### src/sv/gbn_pkg.sv
// Shared constants, codes and controller/datapath interface types for the Go-Back-N sender.
package gbn_pkg;

	// Sizing
	localparam int MAX_WINDOW = 16;
	localparam int SEQ_BITS   = 16;
	localparam int BASE_W     = SEQ_BITS + 1;
	localparam int CNT_W      = $clog2(MAX_WINDOW + 1);
	localparam int WIN_W      = 5;
	localparam int LIMIT_W    = 8;
	localparam int CFG_IDX_W  = 2;

	// Register reset values
	localparam logic [WIN_W-1:0]    WINDOW_RST  = WIN_W'(4);
	localparam logic [SEQ_BITS-1:0] TOTAL_RST   = SEQ_BITS'(10);
	localparam logic [LIMIT_W-1:0]  TIMEOUT_RST = LIMIT_W'(10);

	// Configuration register indexes
	localparam logic [CFG_IDX_W-1:0] CFG_WINDOW  = 2'd0;
	localparam logic [CFG_IDX_W-1:0] CFG_TOTAL   = 2'd1;
	localparam logic [CFG_IDX_W-1:0] CFG_TIMEOUT = 2'd2;

	// Event kinds
	localparam logic OP_TICK = 1'b0;
	localparam logic OP_ACK  = 1'b1;

	typedef enum logic [1:0] {
		ST_IDLE,
		ST_DECIDE,
		ST_RESP,
		ST_SEND
	} gbn_state_t;

	// Controller to datapath
	typedef struct packed {
		logic capture;     // latch the incoming event
		logic load_upper;  // register the end of the send burst
		logic emit_resp;   // load the single result of an ack or idle tick
		logic emit_send;   // load one send order
	} gbn_cmd_t;

	// Datapath to controller
	typedef struct packed {
		logic is_ack;
		logic done;
		logic none_to_send;
		logic last_send;
		logic can_load;
	} gbn_status_t;

endpackage

### src/sv/go_back_n_sender.sv
// Go-Back-N sender top level: controller, datapath and interface assertions.
//
// Use: each input transfer on the in_* channel is an event, op = 0 a tick, op = 1 an
// acknowledgement carrying ack_seq. Every event yields one or more result transfers on
// the out_* channel; the final one of an event carries last. A tick yields one send
// order per packet from the next sequence number to the end of the window (at most
// MAX_WINDOW), or a single no-send result when nothing is eligible.
// Timing: one event at a time. The first result is registered after capture, window
// evaluation and output load. A tick that sends packets gives one send order per cycle
// through the single output register while out_stall is low.
// Configuration: cfg_valid/cfg_ready writes window_size (0), packet_total (1) and
// timeout_limit (2); cfg_ready is always high; write only while no event is pending.
// Reset: base and next sequence number go to 1, the timeout count clears, registers
// return to 4 / 10 / 10 and the output register empties.
// Stall: while out_stall is high the pending result holds and the burst pauses; in_stall
// stays high until the current event has loaded its last result.
module go_back_n_sender (
	input  logic                               clk,
	input  logic                               arst_n,
	// configuration write channel
	input  logic                               cfg_valid,
	output logic                               cfg_ready,
	input  logic [gbn_pkg::CFG_IDX_W-1:0]      cfg_index,
	input  logic [gbn_pkg::SEQ_BITS-1:0]       cfg_data,
	// event channel
	input  logic                               in_valid,
	output logic                               in_stall,
	input  logic                               op,
	input  logic [gbn_pkg::SEQ_BITS-1:0]       ack_seq,
	// result channel
	output logic                               out_valid,
	input  logic                               out_stall,
	output logic                               send_valid,
	output logic [gbn_pkg::SEQ_BITS-1:0]       send_seq,
	output logic                               ack_accepted,
	output logic                               timed_out,
	output logic                               all_done,
	output logic                               last
);
	import gbn_pkg::*;

	gbn_cmd_t    cmd;
	gbn_status_t status;

	assign cfg_ready = 1'b1;

	gbn_ctrl u_ctrl (
		.clk      (clk),
		.arst_n   (arst_n),
		.in_valid (in_valid),
		.in_stall (in_stall),
		.status   (status),
		.cmd      (cmd)
	);

	gbn_dp u_dp (
		.clk          (clk),
		.arst_n       (arst_n),
		.cfg_valid    (cfg_valid && cfg_ready),
		.cfg_index    (cfg_index),
		.cfg_data     (cfg_data),
		.op           (op),
		.ack_seq      (ack_seq),
		.out_valid    (out_valid),
		.out_stall    (out_stall),
		.send_valid   (send_valid),
		.send_seq     (send_seq),
		.ack_accepted (ack_accepted),
		.timed_out    (timed_out),
		.all_done     (all_done),
		.last         (last),
		.cmd          (cmd),
		.status       (status)
	);

	// No result is loaded while the controller is open for a new event
	a_idle_no_emit: assert property (@(posedge clk) disable iff (!arst_n)
		!in_stall |-> !(cmd.emit_resp || cmd.emit_send))
		else $error("result loaded while idle");

	// A load never overwrites a result that is still stalled
	a_load_free: assert property (@(posedge clk) disable iff (!arst_n)
		(cmd.emit_resp || cmd.emit_send) |-> (!out_valid || !out_stall))
		else $error("output register overwritten");

	// A send order is never an ack result and never reports completion
	a_send_clean: assert property (@(posedge clk) disable iff (!arst_n)
		(out_valid && send_valid) |-> (!ack_accepted && !all_done))
		else $error("send order carries ack or done flag");

	// A timeout is only reported on the final result of a tick
	a_timeout_last: assert property (@(posedge clk) disable iff (!arst_n)
		(out_valid && timed_out) |-> last)
		else $error("timeout flag on a non-final result");

endmodule

### src/sv/gbn_ctrl.sv
// Controller state machine: sequences event capture, burst setup and result transfers.
module gbn_ctrl (
	input  logic                 clk,
	input  logic                 arst_n,
	input  logic                 in_valid,
	output logic                 in_stall,
	input  gbn_pkg::gbn_status_t status,
	output gbn_pkg::gbn_cmd_t    cmd
);
	import gbn_pkg::*;

	gbn_state_t state_q;
	gbn_state_t state_d;

	// State register
	always_ff @(posedge clk or negedge arst_n) begin
		if (!arst_n) begin
			state_q <= ST_IDLE;
		end else begin
			state_q <= state_d;
		end
	end

	// Next state and commands
	always_comb begin
		state_d  = state_q;
		cmd      = '0;
		in_stall = 1'b1;
		unique case (state_q)
			ST_IDLE: begin
				in_stall = 1'b0;
				if (in_valid) begin
					cmd.capture = 1'b1;
					state_d     = ST_DECIDE;
				end
			end
			ST_DECIDE: begin
				cmd.load_upper = 1'b1;
				if (status.is_ack || status.done || status.none_to_send) begin
					state_d = ST_RESP;
				end else begin
					state_d = ST_SEND;
				end
			end
			ST_RESP: begin
				cmd.emit_resp = status.can_load;
				if (status.can_load) begin
					state_d = ST_IDLE;
				end
			end
			ST_SEND: begin
				cmd.emit_send = status.can_load;
				if (status.can_load && status.last_send) begin
					state_d = ST_IDLE;
				end
			end
			default: begin
				state_d = ST_IDLE;
			end
		endcase
	end

endmodule

### src/sv/gbn_dp.sv
// Datapath: configuration, window state, timeout counter and the output register.
module gbn_dp (
	input  logic                                      clk,
	input  logic                                      arst_n,
	// configuration writes
	input  logic                                      cfg_valid,
	input  logic [gbn_pkg::CFG_IDX_W-1:0]             cfg_index,
	input  logic [gbn_pkg::SEQ_BITS-1:0]              cfg_data,
	// event payload
	input  logic                                      op,
	input  logic [gbn_pkg::SEQ_BITS-1:0]              ack_seq,
	// result channel
	output logic                                      out_valid,
	input  logic                                      out_stall,
	output logic                                      send_valid,
	output logic [gbn_pkg::SEQ_BITS-1:0]              send_seq,
	output logic                                      ack_accepted,
	output logic                                      timed_out,
	output logic                                      all_done,
	output logic                                      last,
	// controller link
	input  gbn_pkg::gbn_cmd_t                         cmd,
	output gbn_pkg::gbn_status_t                      status
);
	import gbn_pkg::*;

	// Configuration
	logic [WIN_W-1:0]    window_q;
	logic [SEQ_BITS-1:0] total_q;
	logic [LIMIT_W-1:0]  limit_q;

	// Protocol state
	logic [BASE_W-1:0]   base_q;
	logic [BASE_W-1:0]   next_q;
	logic [LIMIT_W-1:0]  wait_q;

	// Event and burst bookkeeping
	logic                op_q;
	logic [SEQ_BITS-1:0] ack_q;
	logic [BASE_W-1:0]   upper_q;
	logic [CNT_W-1:0]    cnt_q;

	// Output register
	logic                out_valid_q;
	logic                send_valid_q;
	logic [SEQ_BITS-1:0] send_seq_q;
	logic                ack_acc_q;
	logic                timed_out_q;
	logic                all_done_q;
	logic                last_q;

	logic [BASE_W-1:0]   total_ext;
	logic [BASE_W-1:0]   win_eff;
	logic [BASE_W-1:0]   upper_raw;
	logic [BASE_W-1:0]   upper_d;
	logic [BASE_W-1:0]   base_inc;
	logic                done;
	logic                ack_match;
	logic                ack_ok;
	logic                expired;
	logic                last_send;
	logic                can_load;
	logic                tick_final;

	assign total_ext = {1'b0, total_q};
	assign done      = base_q > total_ext;
	assign base_inc  = base_q + BASE_W'(1);
	assign ack_match = {1'b0, ack_q} == base_q;
	assign ack_ok    = !done && ack_match;
	assign expired   = wait_q >= limit_q;
	assign can_load  = !out_valid_q || !out_stall;

	// Window saturated to 1 .. MAX_WINDOW, burst ends at min(base + w - 1, total)
	always_comb begin
		if (window_q == '0) begin
			win_eff = BASE_W'(1);
		end else if (BASE_W'(window_q) > BASE_W'(MAX_WINDOW)) begin
			win_eff = BASE_W'(MAX_WINDOW);
		end else begin
			win_eff = BASE_W'(window_q);
		end
		upper_raw = base_q + win_eff - BASE_W'(1);
		upper_d   = (upper_raw > total_ext) ? total_ext : upper_raw;
	end

	// Final send of a burst: reached the end or the burst length cap
	assign last_send = (next_q == upper_q) || (cnt_q == CNT_W'(MAX_WINDOW - 1));

	// The last result of a tick that is not yet done runs the timeout
	assign tick_final = (cmd.emit_resp && op_q == OP_TICK && !done) ||
		(cmd.emit_send && last_send);

	always_comb begin
		status              = '0;
		status.is_ack       = op_q == OP_ACK;
		status.done         = done;
		status.none_to_send = next_q > upper_d;
		status.last_send    = last_send;
		status.can_load     = can_load;
	end

	// Configuration registers
	always_ff @(posedge clk or negedge arst_n) begin
		if (!arst_n) begin
			window_q <= WINDOW_RST;
			total_q  <= TOTAL_RST;
			limit_q  <= TIMEOUT_RST;
		end else if (cfg_valid) begin
			unique case (cfg_index)
				CFG_WINDOW:  window_q <= cfg_data[WIN_W-1:0];
				CFG_TOTAL:   total_q  <= cfg_data;
				CFG_TIMEOUT: limit_q  <= cfg_data[LIMIT_W-1:0];
				default: ;
			endcase
		end
	end

	// Window base, next sequence number and timeout counter
	always_ff @(posedge clk or negedge arst_n) begin
		if (!arst_n) begin
			base_q <= BASE_W'(1);
			next_q <= BASE_W'(1);
			wait_q <= '0;
		end else begin
			if (cmd.emit_resp && op_q == OP_ACK && ack_ok) begin
				base_q <= base_inc;
				wait_q <= '0;
				if (next_q < base_inc) begin
					next_q <= base_inc;
				end
			end else if (tick_final) begin
				if (expired) begin
					next_q <= base_q;
					wait_q <= '0;
				end else begin
					wait_q <= wait_q + LIMIT_W'(1);
					if (cmd.emit_send) begin
						next_q <= next_q + BASE_W'(1);
					end
				end
			end else if (cmd.emit_send) begin
				next_q <= next_q + BASE_W'(1);
			end
		end
	end

	// Event capture and burst setup
	always_ff @(posedge clk) begin
		if (cmd.capture) begin
			op_q  <= op;
			ack_q <= ack_seq;
		end
		if (cmd.load_upper) begin
			upper_q <= upper_d;
		end
	end

	always_ff @(posedge clk or negedge arst_n) begin
		if (!arst_n) begin
			cnt_q <= '0;
		end else if (cmd.load_upper) begin
			cnt_q <= '0;
		end else if (cmd.emit_send) begin
			cnt_q <= cnt_q + CNT_W'(1);
		end
	end

	// Output register valid
	always_ff @(posedge clk or negedge arst_n) begin
		if (!arst_n) begin
			out_valid_q <= 1'b0;
		end else if (cmd.emit_resp || cmd.emit_send) begin
			out_valid_q <= 1'b1;
		end else if (!out_stall) begin
			out_valid_q <= 1'b0;
		end
	end

	// Output register payload
	always_ff @(posedge clk) begin
		if (cmd.emit_send) begin
			send_valid_q <= 1'b1;
			send_seq_q   <= next_q[SEQ_BITS-1:0];
			ack_acc_q    <= 1'b0;
			timed_out_q  <= last_send && expired;
			all_done_q   <= 1'b0;
			last_q       <= last_send;
		end else if (cmd.emit_resp) begin
			send_valid_q <= 1'b0;
			send_seq_q   <= '0;
			last_q       <= 1'b1;
			if (op_q == OP_ACK) begin
				ack_acc_q   <= ack_ok;
				timed_out_q <= 1'b0;
				all_done_q  <= ack_ok ? (base_inc > total_ext) : done;
			end else begin
				ack_acc_q   <= 1'b0;
				timed_out_q <= !done && expired;
				all_done_q  <= done;
			end
		end
	end

	assign out_valid    = out_valid_q;
	assign send_valid   = send_valid_q;
	assign send_seq     = send_seq_q;
	assign ack_accepted = ack_acc_q;
	assign timed_out    = timed_out_q;
	assign all_done     = all_done_q;
	assign last         = last_q;

endmodule

### config.mk
export PLATFORM = sky130hd
export DESIGN_NAME = go_back_n_sender
export DESIGN_NICKNAME = d
export VERILOG_FILES = /design/src/sv/gbn_pkg.sv /design/src/sv/go_back_n_sender.sv /design/src/sv/gbn_ctrl.sv /design/src/sv/gbn_dp.sv
export SDC_FILE = /design/constraint.sdc
export NUM_CORES = 1
export LEC_CHECK = 0
export ABC_AREA = 1
export BUFFER_PORTS_ARGS = -buffer_cell sky130_fd_sc_hd__buf_4
export CAP_MARGIN = 20
export CORE_UTILIZATION = 32
export CTS_CLUSTER_DIAMETER = 100
export CTS_CLUSTER_SIZE = 40
export DETAILED_ROUTE_END_ITERATION = 10
export SLEW_MARGIN = 20
export SYNTH_ARGS = -nofsm -noshare
export SYNTH_HDL_FRONTEND = slang
export SYNTH_SLANG_ARGS = --single-unit
### constraint.sdc
create_clock -name clk -period 7.1 [get_ports clk]
set_clock_uncertainty 0.2 [all_clocks]
set_input_delay 1.42 -clock clk [delete_from_list [all_inputs] [get_ports clk]]
set_output_delay 1.42 -clock clk [all_outputs]
set_load 0.01 [all_outputs]
==> key figures <==
Clock tree
  – Post-CTS setup buffers: 0
  – Clock Latency Late Sink: 450 ps
  – Hold-fix buffers, CTS: 0
  – # resized after CTS: 0
  – CTS buffer count: 17
  – CTS clk-pin slew, worst paths: 80 ps
  – Maximum level of the CTS H-tree: 4
  – CTS tree: built
  – CTS max path bufs: 2
  – Clock root buffer: clkbuf_16
  – Sink Count: 134

Worst setup path
  – Crit end category: flop
  – Setup CP Type: reg -> reg
  – Worst reg2reg endpoint: u_ctrl.state_q[0]$_DFFE_PN0P_
  – Reg-to-reg setup timing slack: 760 ps
  – R2R cell count: 32
  – CP max-delay cell: nand2_1
  – Crit path largest cell delay: 610 ps
  – Startpoint type of the worst setup path: flop
  – Crit path DAT: 6510 ps
  – Worst path required time: 7270 ps
  – CP top delay family: simple AND/OR/NAND/NOR gates
  – Crit path buffers/inverters: 1
  – Reg-to-Reg Start: u_dp.window_q[3]$_DFFE_PN0P_
  – CP Max Fanout: 31
  – Most used cell, CP: nand2_1

Yosys
  – Area contributors post-synth: dfrtp_1, edfxtp_1, ha_1, nand2_1, inv_1
  – Sequential cell area fraction in the yosys report: 0.3357
  – Warnings, synthesis: 0
  – Post-synth top area cell: dfrtp_1
  – Syn Area/Cell: 7.515 um2
  – Most common cell in the netlist: nand2_1
  – Top cell type's share of synthesized area: 0.1677
  – Fraction of registers with async set/reset: 0.5896
  – Cell variety after synth: 53
  – Post-synth EDFFs: 52
  – Ys flop type: dfrtp_1
  – Syn Std Cell Area: 0.01075 mm2
  – Number of synthesized register bits: 134
  – Synthesized instance count: 1430
  – Synth cell count leaders: nand2_1, inv_1, nor2_1

Floorplan
  – Die width: 185.3 um
  – Initial core utilization: 0.3278
  – Die height: 185.3 um
  – Core area: 0.03278 mm2
  – Die ar.: 0.03432 mm2
  – Num rows: 66
  – Ports: 64

STA
  – Slew HR: 0.3070
  – Fin crit period: 6336 ps
  – Fmax: 0.1578 GHz
  – Slew of the pin with the lowest slew margin: 1037 ps
  – Worst setup margin: 763.9 ps
  – Endpoints failing hold: 0
  – Fin. max-slew vios: 0
  – TNS Setup: 0 ps
  – RSZ-0062 raised after global routing: false
  – Final setup viols: 0
  – Fin crit share: 0.8924

Global routing
  – Global-route wire length before repair: 53420 um
  – Largest net degree at the start of global routing: 43
  – Remaining Overflow, GRT: 0
  – Initial antenna violation count: 2
  – All-Layer GR Usage: 0.2101
  – Vias in the first global route: 9172

Drt
  – DRC viols: 0
  – Post-route ant nets: 0
  – Total length of routed wires: 34570 um
  – Pre-Repair DR Iteration Count: 5
  – DRT iter0 DRCs: 825
  – Drt wl/cell: 17.78 um
  – Via count: 9835
  – Via-to-Cell Ratio: 5.059

Placement
  – RD Place Congestion: 0.9847
  – Placed cell count: 1911
  – PortBufs: 62
  – Final HPWL DP: 26690 um
  – Pre-CTS setup slack: 820.9 ps

Hold path
  – Worst Hold End: u_dp.ack_accepted$_SDFFE_PP0P_
  – Hold depth: 2
  – Worst Hold Class: reg -> reg
  – Hold Crit Start: u_dp.ack_accepted$_SDFFE_PP0P_

Layout
  – Layout cells sized above 1: 0.09993
  – NumNets Final: 1653
  – Final cell count without fillers: 1944
  – Fill cells: 3435
  – Fin util: 0.3733
  – Synthesis-to-finish area growth: 13.88%

Pwr
  – Power consumption: 0.003380 W
  – Leak pwr: 5.934 nW
  – Peak VDD IR: 172.4 uV
  – PD cells: 276.2 mW/mm2

Run status
  – Run status: finished clean

Run
  – Max Cap Viol: 0
worst max path at each step:
| stage | start | endpoint | slack [ps] | depth (start not counted) |
|---|---|---|---|---|
| 6_report | u_dp.window_q[3]$_DFFE_PN0P_ | u_ctrl.state_q[0]$_DFFE_PN0P_ | 760 | 32 |
| 2_1_floorplan | u_dp.window_q[3]$_DFFE_PN0P_ | u_ctrl.state_q[0]$_DFFE_PN0P_ | 1920 | 36 |
| 5_1_grt | u_dp.window_q[3]$_DFFE_PN0P_ | u_ctrl.state_q[0]$_DFFE_PN0P_ | 110 | 35 |
| 3_3_place_gp | u_dp.window_q[3]$_DFFE_PN0P_ | u_ctrl.state_q[0]$_DFFE_PN0P_ | 1010 | 35 |
| 3_5_place_dp | u_dp.window_q[3]$_DFFE_PN0P_ | u_ctrl.state_q[0]$_DFFE_PN0P_ | 820 | 32 |
| 4_1_cts | u_dp.window_q[3]$_DFFE_PN0P_ | u_ctrl.state_q[0]$_DFFE_PN0P_ | 810 | 32 |
worst min-delay path: stages (launching register included):
cell and delay [ps]:
dfxtp_1 320, nand2_1 60, nand2_1 40
cell type report:
type                            count  area (um2)  share of cell area
Sequential cell                   134        3607              0.2948
Clock buffer                       17       425.4             0.03476
Inverter                          177       666.9             0.05449
Multi-Input combinational cell   1087        6284              0.5134
Tap cell                          442       553.0             0.04519
Timing Repair Buffer               71       533.0             0.04355
Antenna cell                        1       2.502           0.0002045
Clock inverter                     15       166.4             0.01360
layer usage:
metal  vias to the layer above  part of all wire  wire length, um  GRT usage
met4                         0             0.030             1034    0.08198
met1                      4620              0.47            16120     0.2921
met5                         -                 0                0          0
li1                       4832                 -                -          -
met3                        52             0.061             2102    0.03107
met2                       331              0.44            15320     0.3252
where the power goes:
group	internal [W]	switching, W
logic	0.000455	0.000789
registers	0.00101	0.000204
clock network	0.000525	0.000394
total	0.00199	0.00139
cell usage in the layout, fill, tap and decap left out, types with 52 or more instances in the layout:
cell,Yosys,layout
nand2_1,372,372
o21ai_0,79,79
inv_1,166,166
dfrtp_1,72,72
a21oi_1,66,66
edfxtp_1,52,52
buf_4,5,71
nand3_1,94,93
ha_1,124,124
nor2_1,152,152
stage by stage:
stage               hold WS [ps]  area [um2]
floorplan                  253.0       10750
global placement           251.8       11640
detailed placement         250.3       11640
CTS                        263.2       12230
global route               304.1       12240
finish                     260.5       12240
state kept, by name, indices dropped and copies added (netlist names), 8 cells and up:
name,count
u_dp.base_q,17
u_dp.next_q,17
u_dp.upper_q,17
u_dp.ack_q,16
u_dp.send_seq,16
u_dp.total_q,16
u_dp.limit_q,8
u_dp.wait_q,8
kinds of logic after synthesis:
kind of cell             share of synthesized area
other                                    0.0006988
adder cells (fa/ha/maj)                     0.1462
XOR/XNOR                                   0.05100
AO/OA/AOI/OAI                              0.08453
buffers and inverters                      0.08045
AND/OR/NAND/NOR                             0.3014
flip-flops                                  0.3357
Note: power is estimated with default switching activity, not from simulation.
